`src/hw/rtl/dvrt_pkg.sv`:
```
// Shared constants, codes and controller/datapath interface types for the route table.
package dvrt_pkg;

    localparam int MAX_NODES     = 16;
    localparam int MAX_NEIGHBORS = 10;
    localparam int RESULT_LIMIT  = 16;

    localparam int NODE_W = 5;
    localparam int W_W    = 16;
    localparam int COST_W = 24;
    localparam int DEG_W  = 4;
    localparam int IDX_W  = $clog2(MAX_NODES);
    localparam int ADDR_W = 2 * IDX_W;
    localparam int LINKS  = MAX_NODES * MAX_NODES;
    localparam int RT_W   = COST_W + NODE_W;
    localparam int PASS_W = $clog2(MAX_NODES + 3);
    localparam int CNT_W  = $clog2(RESULT_LIMIT);

    localparam logic [COST_W-1:0] NO_ROUTE = COST_W'(999999);

    typedef enum logic [1:0] {
        OP_SET = 2'd0,
        OP_DEL = 2'd1,
        OP_QRY = 2'd2
    } op_t;

    typedef enum logic [1:0] {
        ST_OK  = 2'd0,
        ST_REJ = 2'd1,
        ST_HOP = 2'd2,
        ST_UNR = 2'd3
    } status_t;

    typedef struct packed {
        logic              load_item;
        logic              w_wr;
        logic              w_swap;
        logic              link_add;
        logic              link_del;
        logic              init_wr;
        logic              relax_wr;
        logic              cap_w;
        logic              clr_changed;
        logic              cap_total;
        logic              out_load;
        logic [1:0]        out_status;
        logic [NODE_W-1:0] out_hop;
        logic              out_cost;
        logic              out_last;
        logic [IDX_W-1:0]  row;
        logic [IDX_W-1:0]  col;
        logic [IDX_W-1:0]  aux;
    } cmd_t;

    typedef struct packed {
        logic [1:0]        op;
        logic              a_ok;
        logic              b_ok;
        logic              a_eq_b;
        logic              exists;
        logic              full;
        logic              pair_valid;
        logic              changed;
        logic              out_free;
        logic [NODE_W-1:0] n_act;
        logic [NODE_W-1:0] a_node;
        logic [NODE_W-1:0] b_node;
        logic [IDX_W-1:0]  a_idx;
        logic [IDX_W-1:0]  b_idx;
        logic [NODE_W-1:0] nh;
    } sts_t;

endpackage

```
`src/hw/rtl/dvrt_ctrl.sv`:
```
// Controller: sequences link changes, the relaxation sweeps and route walks.
module dvrt_ctrl (
    input  logic           aclk,
    input  logic           aresetn,
    input  logic           cfg_we,
    input  logic           s_tvalid,
    output logic           s_tready,
    input  dvrt_pkg::sts_t sts,
    output dvrt_pkg::cmd_t cmd
);

    typedef enum logic [16:0] {
        S_IDLE     = 17'h00001,
        S_DECODE   = 17'h00002,
        S_WR_AB    = 17'h00004,
        S_WR_BA    = 17'h00008,
        S_INIT_RD  = 17'h00010,
        S_INIT_WR  = 17'h00020,
        S_PAIR     = 17'h00040,
        S_W_CAP    = 17'h00080,
        S_D_RD     = 17'h00100,
        S_D_WR     = 17'h00200,
        S_PASS_END = 17'h00400,
        S_EMIT     = 17'h00800,
        S_Q_RD0    = 17'h01000,
        S_Q_CHK0   = 17'h02000,
        S_Q_RD     = 17'h04000,
        S_Q_CHK    = 17'h08000,
        S_RSVD     = 17'h10000
    } state_t;

    state_t                      state_reg, state_next;
    logic                        pend_reg, pend_next;
    logic                        emit_reg, emit_next;
    logic [1:0]                  res_reg, res_next;
    logic [dvrt_pkg::IDX_W-1:0]  i_reg, i_next;
    logic [dvrt_pkg::IDX_W-1:0]  j_reg, j_next;
    logic [dvrt_pkg::IDX_W-1:0]  d_reg, d_next;
    logic [dvrt_pkg::PASS_W-1:0] pass_reg, pass_next;
    logic [dvrt_pkg::NODE_W-1:0] cur_reg, cur_next;
    logic [dvrt_pkg::CNT_W-1:0]  cnt_reg, cnt_next;

    logic [dvrt_pkg::NODE_W-1:0] n_m1;
    logic [dvrt_pkg::IDX_W-1:0]  last_idx;
    logic [dvrt_pkg::NODE_W-1:0] cur_m1;
    logic [dvrt_pkg::PASS_W-1:0] pass_inc;
    logic                        bad_ends;
    logic                        hop_last;
    logic                        adv_d;
    logic                        adv_p;

    localparam logic [dvrt_pkg::IDX_W-1:0] MAX_IDX = dvrt_pkg::IDX_W'(dvrt_pkg::MAX_NODES - 1);
    localparam logic [dvrt_pkg::CNT_W-1:0] CNT_MAX = dvrt_pkg::CNT_W'(dvrt_pkg::RESULT_LIMIT - 1);

    assign n_m1     = sts.n_act - dvrt_pkg::NODE_W'(1);
    assign last_idx = n_m1[dvrt_pkg::IDX_W-1:0];
    assign cur_m1   = cur_reg - dvrt_pkg::NODE_W'(1);
    assign pass_inc = pass_reg + dvrt_pkg::PASS_W'(1);
    assign bad_ends = !sts.a_ok || !sts.b_ok || sts.a_eq_b;
    assign hop_last = (cur_reg == sts.b_node) || (cnt_reg == CNT_MAX)
                   || (sts.nh == '0) || (sts.nh > sts.n_act);
    assign s_tready = (state_reg == S_IDLE) && !pend_reg;

    always_comb begin
        state_next = state_reg;
        pend_next  = pend_reg;
        emit_next  = emit_reg;
        res_next   = res_reg;
        i_next     = i_reg;
        j_next     = j_reg;
        d_next     = d_reg;
        pass_next  = pass_reg;
        cur_next   = cur_reg;
        cnt_next   = cnt_reg;
        adv_d      = 1'b0;
        adv_p      = 1'b0;
        cmd        = '0;
        cmd.row    = i_reg;
        cmd.col    = d_reg;
        cmd.aux    = j_reg;

        unique case (state_reg)
            S_IDLE: begin
                if (pend_reg) begin
                    pend_next  = 1'b0;
                    emit_next  = 1'b0;
                    i_next     = '0;
                    d_next     = '0;
                    state_next = S_INIT_RD;
                end else if (s_tvalid) begin
                    cmd.load_item = 1'b1;
                    state_next    = S_DECODE;
                end
            end
            S_DECODE: begin
                case (sts.op)
                    dvrt_pkg::OP_SET: begin
                        if (bad_ends || (!sts.exists && sts.full)) begin
                            res_next   = dvrt_pkg::ST_REJ;
                            state_next = S_EMIT;
                        end else begin
                            cmd.link_add = !sts.exists;
                            state_next   = S_WR_AB;
                        end
                    end
                    dvrt_pkg::OP_DEL: begin
                        if (bad_ends) begin
                            res_next   = dvrt_pkg::ST_REJ;
                            state_next = S_EMIT;
                        end else if (sts.exists) begin
                            cmd.link_del = 1'b1;
                            res_next     = dvrt_pkg::ST_OK;
                            emit_next    = 1'b1;
                            i_next       = '0;
                            d_next       = '0;
                            state_next   = S_INIT_RD;
                        end else begin
                            res_next   = dvrt_pkg::ST_OK;
                            state_next = S_EMIT;
                        end
                    end
                    dvrt_pkg::OP_QRY: begin
                        if (!sts.a_ok || !sts.b_ok) begin
                            res_next   = dvrt_pkg::ST_UNR;
                            state_next = S_EMIT;
                        end else begin
                            state_next = S_Q_RD0;
                        end
                    end
                    default: begin
                        res_next   = dvrt_pkg::ST_REJ;
                        state_next = S_EMIT;
                    end
                endcase
            end
            S_WR_AB: begin
                cmd.w_wr   = 1'b1;
                state_next = S_WR_BA;
            end
            S_WR_BA: begin
                cmd.w_wr   = 1'b1;
                cmd.w_swap = 1'b1;
                res_next   = dvrt_pkg::ST_OK;
                emit_next  = 1'b1;
                i_next     = '0;
                d_next     = '0;
                state_next = S_INIT_RD;
            end
            S_INIT_RD: begin
                state_next = S_INIT_WR;
            end
            S_INIT_WR: begin
                cmd.init_wr = 1'b1;
                state_next  = S_INIT_RD;
                if (d_reg == MAX_IDX) begin
                    d_next = '0;
                    if (i_reg == MAX_IDX) begin
                        i_next          = '0;
                        j_next          = '0;
                        pass_next       = '0;
                        cmd.clr_changed = 1'b1;
                        state_next      = S_PAIR;
                    end else begin
                        i_next = i_reg + dvrt_pkg::IDX_W'(1);
                    end
                end else begin
                    d_next = d_reg + dvrt_pkg::IDX_W'(1);
                end
            end
            S_PAIR: begin
                cmd.col = j_reg;
                if (sts.pair_valid && (i_reg != j_reg)) begin
                    state_next = S_W_CAP;
                end else begin
                    adv_p = 1'b1;
                end
            end
            S_W_CAP: begin
                cmd.col    = j_reg;
                cmd.cap_w  = 1'b1;
                d_next     = '0;
                state_next = S_D_RD;
            end
            S_D_RD: begin
                if (d_reg == i_reg) begin
                    adv_d = 1'b1;
                end else begin
                    state_next = S_D_WR;
                end
            end
            S_D_WR: begin
                cmd.relax_wr = 1'b1;
                adv_d        = 1'b1;
            end
            S_PASS_END: begin
                if (sts.changed
                    && (pass_inc < dvrt_pkg::PASS_W'(sts.n_act) + dvrt_pkg::PASS_W'(2))) begin
                    pass_next       = pass_inc;
                    cmd.clr_changed = 1'b1;
                    i_next          = '0;
                    j_next          = '0;
                    state_next      = S_PAIR;
                end else begin
                    state_next = emit_reg ? S_EMIT : S_IDLE;
                end
            end
            S_EMIT: begin
                if (sts.out_free) begin
                    cmd.out_load   = 1'b1;
                    cmd.out_status = res_reg;
                    cmd.out_last   = 1'b1;
                    state_next     = S_IDLE;
                end
            end
            S_Q_RD0: begin
                cmd.row    = sts.a_idx;
                cmd.col    = sts.b_idx;
                state_next = S_Q_CHK0;
            end
            S_Q_CHK0: begin
                cmd.row = sts.a_idx;
                cmd.col = sts.b_idx;
                if (sts.nh == '0) begin
                    res_next   = dvrt_pkg::ST_UNR;
                    state_next = S_EMIT;
                end else begin
                    cmd.cap_total = 1'b1;
                    cur_next      = sts.a_node;
                    cnt_next      = '0;
                    state_next    = S_Q_RD;
                end
            end
            S_Q_RD: begin
                cmd.row    = cur_m1[dvrt_pkg::IDX_W-1:0];
                cmd.col    = sts.b_idx;
                state_next = S_Q_CHK;
            end
            S_Q_CHK: begin
                cmd.row = cur_m1[dvrt_pkg::IDX_W-1:0];
                cmd.col = sts.b_idx;
                if (sts.out_free) begin
                    cmd.out_load   = 1'b1;
                    cmd.out_status = dvrt_pkg::ST_HOP;
                    cmd.out_hop    = cur_reg;
                    cmd.out_cost   = 1'b1;
                    cmd.out_last   = hop_last;
                    if (hop_last) begin
                        state_next = S_IDLE;
                    end else begin
                        cur_next   = sts.nh;
                        cnt_next   = cnt_reg + dvrt_pkg::CNT_W'(1);
                        state_next = S_Q_RD;
                    end
                end
            end
            default: begin
                state_next = S_IDLE;
            end
        endcase

        // Step the destination, then the neighbour pair, of the relaxation sweep
        if (adv_d) begin
            if (d_reg == last_idx) begin
                adv_p = 1'b1;
            end else begin
                d_next     = d_reg + dvrt_pkg::IDX_W'(1);
                state_next = S_D_RD;
            end
        end
        if (adv_p) begin
            if (j_reg == last_idx) begin
                j_next = '0;
                if (i_reg == last_idx) begin
                    state_next = S_PASS_END;
                end else begin
                    i_next     = i_reg + dvrt_pkg::IDX_W'(1);
                    state_next = S_PAIR;
                end
            end else begin
                j_next     = j_reg + dvrt_pkg::IDX_W'(1);
                state_next = S_PAIR;
            end
        end

        if (cfg_we) begin
            pend_next = 1'b1;
        end
    end

    always_ff @(posedge aclk) begin
        if (!aresetn) begin
            state_reg <= S_IDLE;
            pend_reg  <= 1'b1;
            emit_reg  <= 1'b0;
        end else begin
            state_reg <= state_next;
            pend_reg  <= pend_next;
            emit_reg  <= emit_next;
        end
    end

    always_ff @(posedge aclk) begin
        res_reg  <= res_next;
        i_reg    <= i_next;
        j_reg    <= j_next;
        d_reg    <= d_next;
        pass_reg <= pass_next;
        cur_reg  <= cur_next;
        cnt_reg  <= cnt_next;
    end

endmodule

```
`config.mk`:
```
export PLATFORM = sky130hd
export DESIGN_NAME = dvrt_ctrl
export DESIGN_NICKNAME = d
export VERILOG_FILES = /design/src/hw/rtl/dvrt_pkg.sv /design/src/hw/rtl/dvrt_ctrl.sv
export SDC_FILE = /design/constraint.sdc
export NUM_CORES = 1
export LEC_CHECK = 0
export BUFFER_PORTS_ARGS = -buffer_cell sky130_fd_sc_hd__buf_2
export CAP_MARGIN = 20
export CELL_PAD_IN_SITES_DETAIL_PLACEMENT = 1
export CELL_PAD_IN_SITES_GLOBAL_PLACEMENT = 2
export CORE_MARGIN = 3
export CORE_UTILIZATION = 37
export CTS_BUF_LIST = sky130_fd_sc_hd__clkbuf_4 sky130_fd_sc_hd__clkbuf_8
export DETAILED_ROUTE_END_ITERATION = 10
export PLACE_DENSITY = 0.89
export SLEW_MARGIN = 10
export SYNTH_ARGS = -nofsm -noshare
export SYNTH_HDL_FRONTEND = slang
export SYNTH_SLANG_ARGS = --single-unit
```
`constraint.sdc`:
```
create_clock -name aclk -period 7.79 [get_ports aclk]
set_clock_uncertainty 0.05 [all_clocks]
set_input_delay 0.3895 -clock aclk [delete_from_list [all_inputs] [get_ports aclk]]
set_output_delay 0.3895 -clock aclk [all_outputs]
set_load 0.02 [all_outputs]
```
==> results.sh <==
export IMPL_power_internal_uw=381
export IMPL_vias_per_cell=5.47
export IMPL_power_total_uw=511
export IMPL_final_setup_viol_count=0
export IMPL_vdd_drop_max_mv=0.0646
export IMPL_post_route_period_util_pct=43.6
export IMPL_antenna_found_initial=0
export IMPL_fillCellCount=1162
export IMPL_synth_edff_count=20
export IMPL_rows=35
export IMPL_core_area_um2=9420
export IMPL_first_global_vias=3529
export IMPL_largest_reg_flops=17
export IMPL_cts_root_buf="clkbuf_8"
export IMPL_reg2reg_slack_ps=4920
export IMPL_pwr_share_seq_pct=50.7
export IMPL_cts_tree="built"
export IMPL_die_h_um=105
export IMPL_layout_common_cells="buf_2, nor2_1, nand2_1"
export IMPL_relSlewSlack_pct=44.7
export IMPL_postRouteAntennaNets=0
export IMPL_syn_nets=487
export IMPL_tightest_slew_ps=822
export IMPL_p_per_area_nw_per_um2=122
export IMPL_power_leakage_uw=0.00185
export IMPL_status="finished, final reports clean"
export IMPL_htreeDepth=2
export IMPL_seq_area_frac_synth_pct=31.4
export IMPL_finalHoldViolations=0
export IMPL_insertion_delay_ps=300
export IMPL_yosysUniqueCellTypes=70
export IMPL_start_util_pct=38.7
export IMPL_synth_avg_cell_area_um2=8.62
export IMPL_reg2reg_depth=9
export IMPL_cts_repair_resized=0
export IMPL_clkTransAtPathRegs_ps=90
export IMPL_worstSetupPathType="flop to primary output"
export IMPL_hold_slack_ps=221
export IMPL_synth_warnings=0
export IMPL_grt_pass1_wl_um=17900
export IMPL_setup_tns_ps=0
export IMPL_synth_ff_type="dfxtp_1"
export IMPL_drc=0
export IMPL_layout_drive_gt1_share_pct=20.8
export IMPL_slew_violations=0
export IMPL_synth_seq_cells=47
export IMPL_drv_cap=0
export IMPL_rsz0062_at_grt="false"
export IMPL_drt_iter0_markers=186
export IMPL_startpoint_type="flop"
export IMPL_portBuffers=74
export IMPL_layout_commonest_cell="buf_2"
export IMPL_cts_sinks=47
export IMPL_post_cts_setup_buffers=0
export IMPL_area_growth_pct=15.3
export IMPL_grt_max_degree=15
export IMPL_detail_route_wl_per_cell_um=17.8
export IMPL_num_antenna_cells=0
export IMPL_cp_max_fo=9
export IMPL_cp_arrival_ps=2960
export IMPL_synthCells=422
export IMPL_drtPass1Iterations=4
export IMPL_cts_hold_buffers=0
export IMPL_fin_crit_ps=3400
export IMPL_clkPwrFrac_pct=35.4
export IMPL_crit_start="state_reg[8]"
export IMPL_crit_required_ps=7350
export IMPL_cts_buffers=5
export IMPL_clockBufferDepth=2
export IMPL_grt_overflow=0
export IMPL_die_area_um2=11100
export IMPL_final_nets=550
export IMPL_wirelength_um=10900
export IMPL_die_x_um=105
export IMPL_cp_end_kind="primary output"
export IMPL_rr_startpoint="pass_reg[0]"
export IMPL_max_freq_mhz=294
export IMPL_utilization_pct=44.6
export IMPL_pin_count=75
export IMPL_endpoint="cmd[5]"
export IMPL_r2r_end="j_reg[3]"
export IMPL_hp_class="input port to flop"
export IMPL_vias=3364
export IMPL_p_switching_uw=130
export IMPL_swShare_pct=25.4
export IMPL_combPwrFrac_pct=13.9
export IMPL_syn_area_um2=3640
export IMPL_gp_congestion=0.861
export IMPL_synthArstFlopShare_pct=0
export IMPL_hpwl_um=9000
export IMPL_grtUsageTotal_pct=20.0
-- through the flow --
step / worst slack, ps / area, µm² / instances
finish: 4390 / 4200 / 615
CTS: 4360 / 4200 / 615
global placement: 4800 / 4090 / 607
global route: 4120 / 4200 / 615
floorplan: 5100 / 3640 / 422
detailed placement: 4720 / 4090 / 607
-- layout make-up --
cell class              instances  area, µm²  area share, %
well taps                     129        161           3.85
clock buffers                   5       68.8           1.64
inverters                      26       97.6           2.32
multi-input cells             331       2320           55.3
repair buffers                 74        370           8.82
clock inverters                 3       38.8          0.924
flip-flops and latches         47       1140           27.2
-- worst min path at each step --
| stage | start | end | slack (ps) | cells after the start |
|---|---|---|---|---|
| finish | cfg_we | pend_reg | 220 | 2 |
| global route | cfg_we | pend_reg | 230 | 2 |
| CTS | cfg_we | pend_reg | 220 | 2 |
| detailed placement | pend_reg | pend_reg | 470 | 2 |
| global placement | emit_reg | emit_reg | 470 | 2 |
| floorplan | emit_reg | emit_reg | 420 | 2 |
-- cell families (layout without fill, tap and decap cells) --
| group | count (synthesis) | in the layout | synth area share [%] |
|---|---|---|---|
| AND/OR/NAND/NOR | 181 | 181 | 28.3 |
| AO/OA/AOI/OAI | 81 | 81 | 16.1 |
| flip-flops | 47 | 47 | 31.4 |
| XOR/XNOR | 44 | 44 | 11.0 |
| buffers and inverters | 44 | 108 | 4.92 |
| adder cells (fa/ha/maj) | 23 | 23 | 7.91 |
| other | 1 | 1 | 0.103 |
| multiplexers | 1 | 1 | 0.309 |
-- metal layers --
| metal | vias to the layer above | track usage (%) | routed length, µm | part of all wire [%] |
|---|---|---|---|---|
| li1 | 1636 | - | - | - |
| met1 | 1629 | 25.6 | 4900 | 45 |
| met2 | 83 | 35.7 | 5450 | 50 |
| met3 | 16 | 2.78 | 409 | 3.7 |
| met4 | 0 | 4.12 | 178 | 1.6 |
| met5 | - | 0 | 0 | 0 |
-- synthesized netlist by cell type (all sizes together) (2+ instances only) --
library cell,number,area share [%]
or3b,2,0.48
nand3,17,2.3
and3,9,1.5
xnor2,32,8.1
a21boi,4,0.82
clkbuf,13,1.3
o221ai,3,0.72
o211ai,2,0.41
a21oi,15,2.1
o2111ai,2,0.48
or2,3,0.52
ha,23,7.9
or4,2,0.41
inv,26,2.7
nand3b,4,0.83
nand2b,11,2.1
buf,5,0.89
xor2,12,2.9
nand2,35,3.7
nand4b,3,0.72
a22o,6,1.4
a221o,2,0.55
or3,3,0.52
edfxtp,20,17
and4,3,0.72
a21o,9,1.9
nor3,21,3.3
and2,3,0.52
o41a,2,0.62
o21a,3,0.62
nor4,7,2.2
nor2,34,3.5
a211oi,2,0.41
dfxtp,27,15
a211o,2,0.48
nand4,11,2.5
o21ai,18,2.5
nor2b,10,1.7
-- critical path, stage by stage (launching register included) --
cell and delay (ps):
dfxtp_1 400, nor4_4 570, and4_1 390, nand2_1 130, o21ai_1 560, nor2_1 220
a21o_1 230, buf_2 160
-- power groups by stage --
stage,Sequential (µW),Combinational (µW),Clock [µW]
5_1_grt,260,79.1,194
6_report,259,70.8,181
3_3_place_gp,265,68.2,0
2_1_floorplan,263,46.2,0
3_5_place_dp,265,70.8,0
4_1_cts,259,71.3,185
Power figures use the tool's default switching activity.
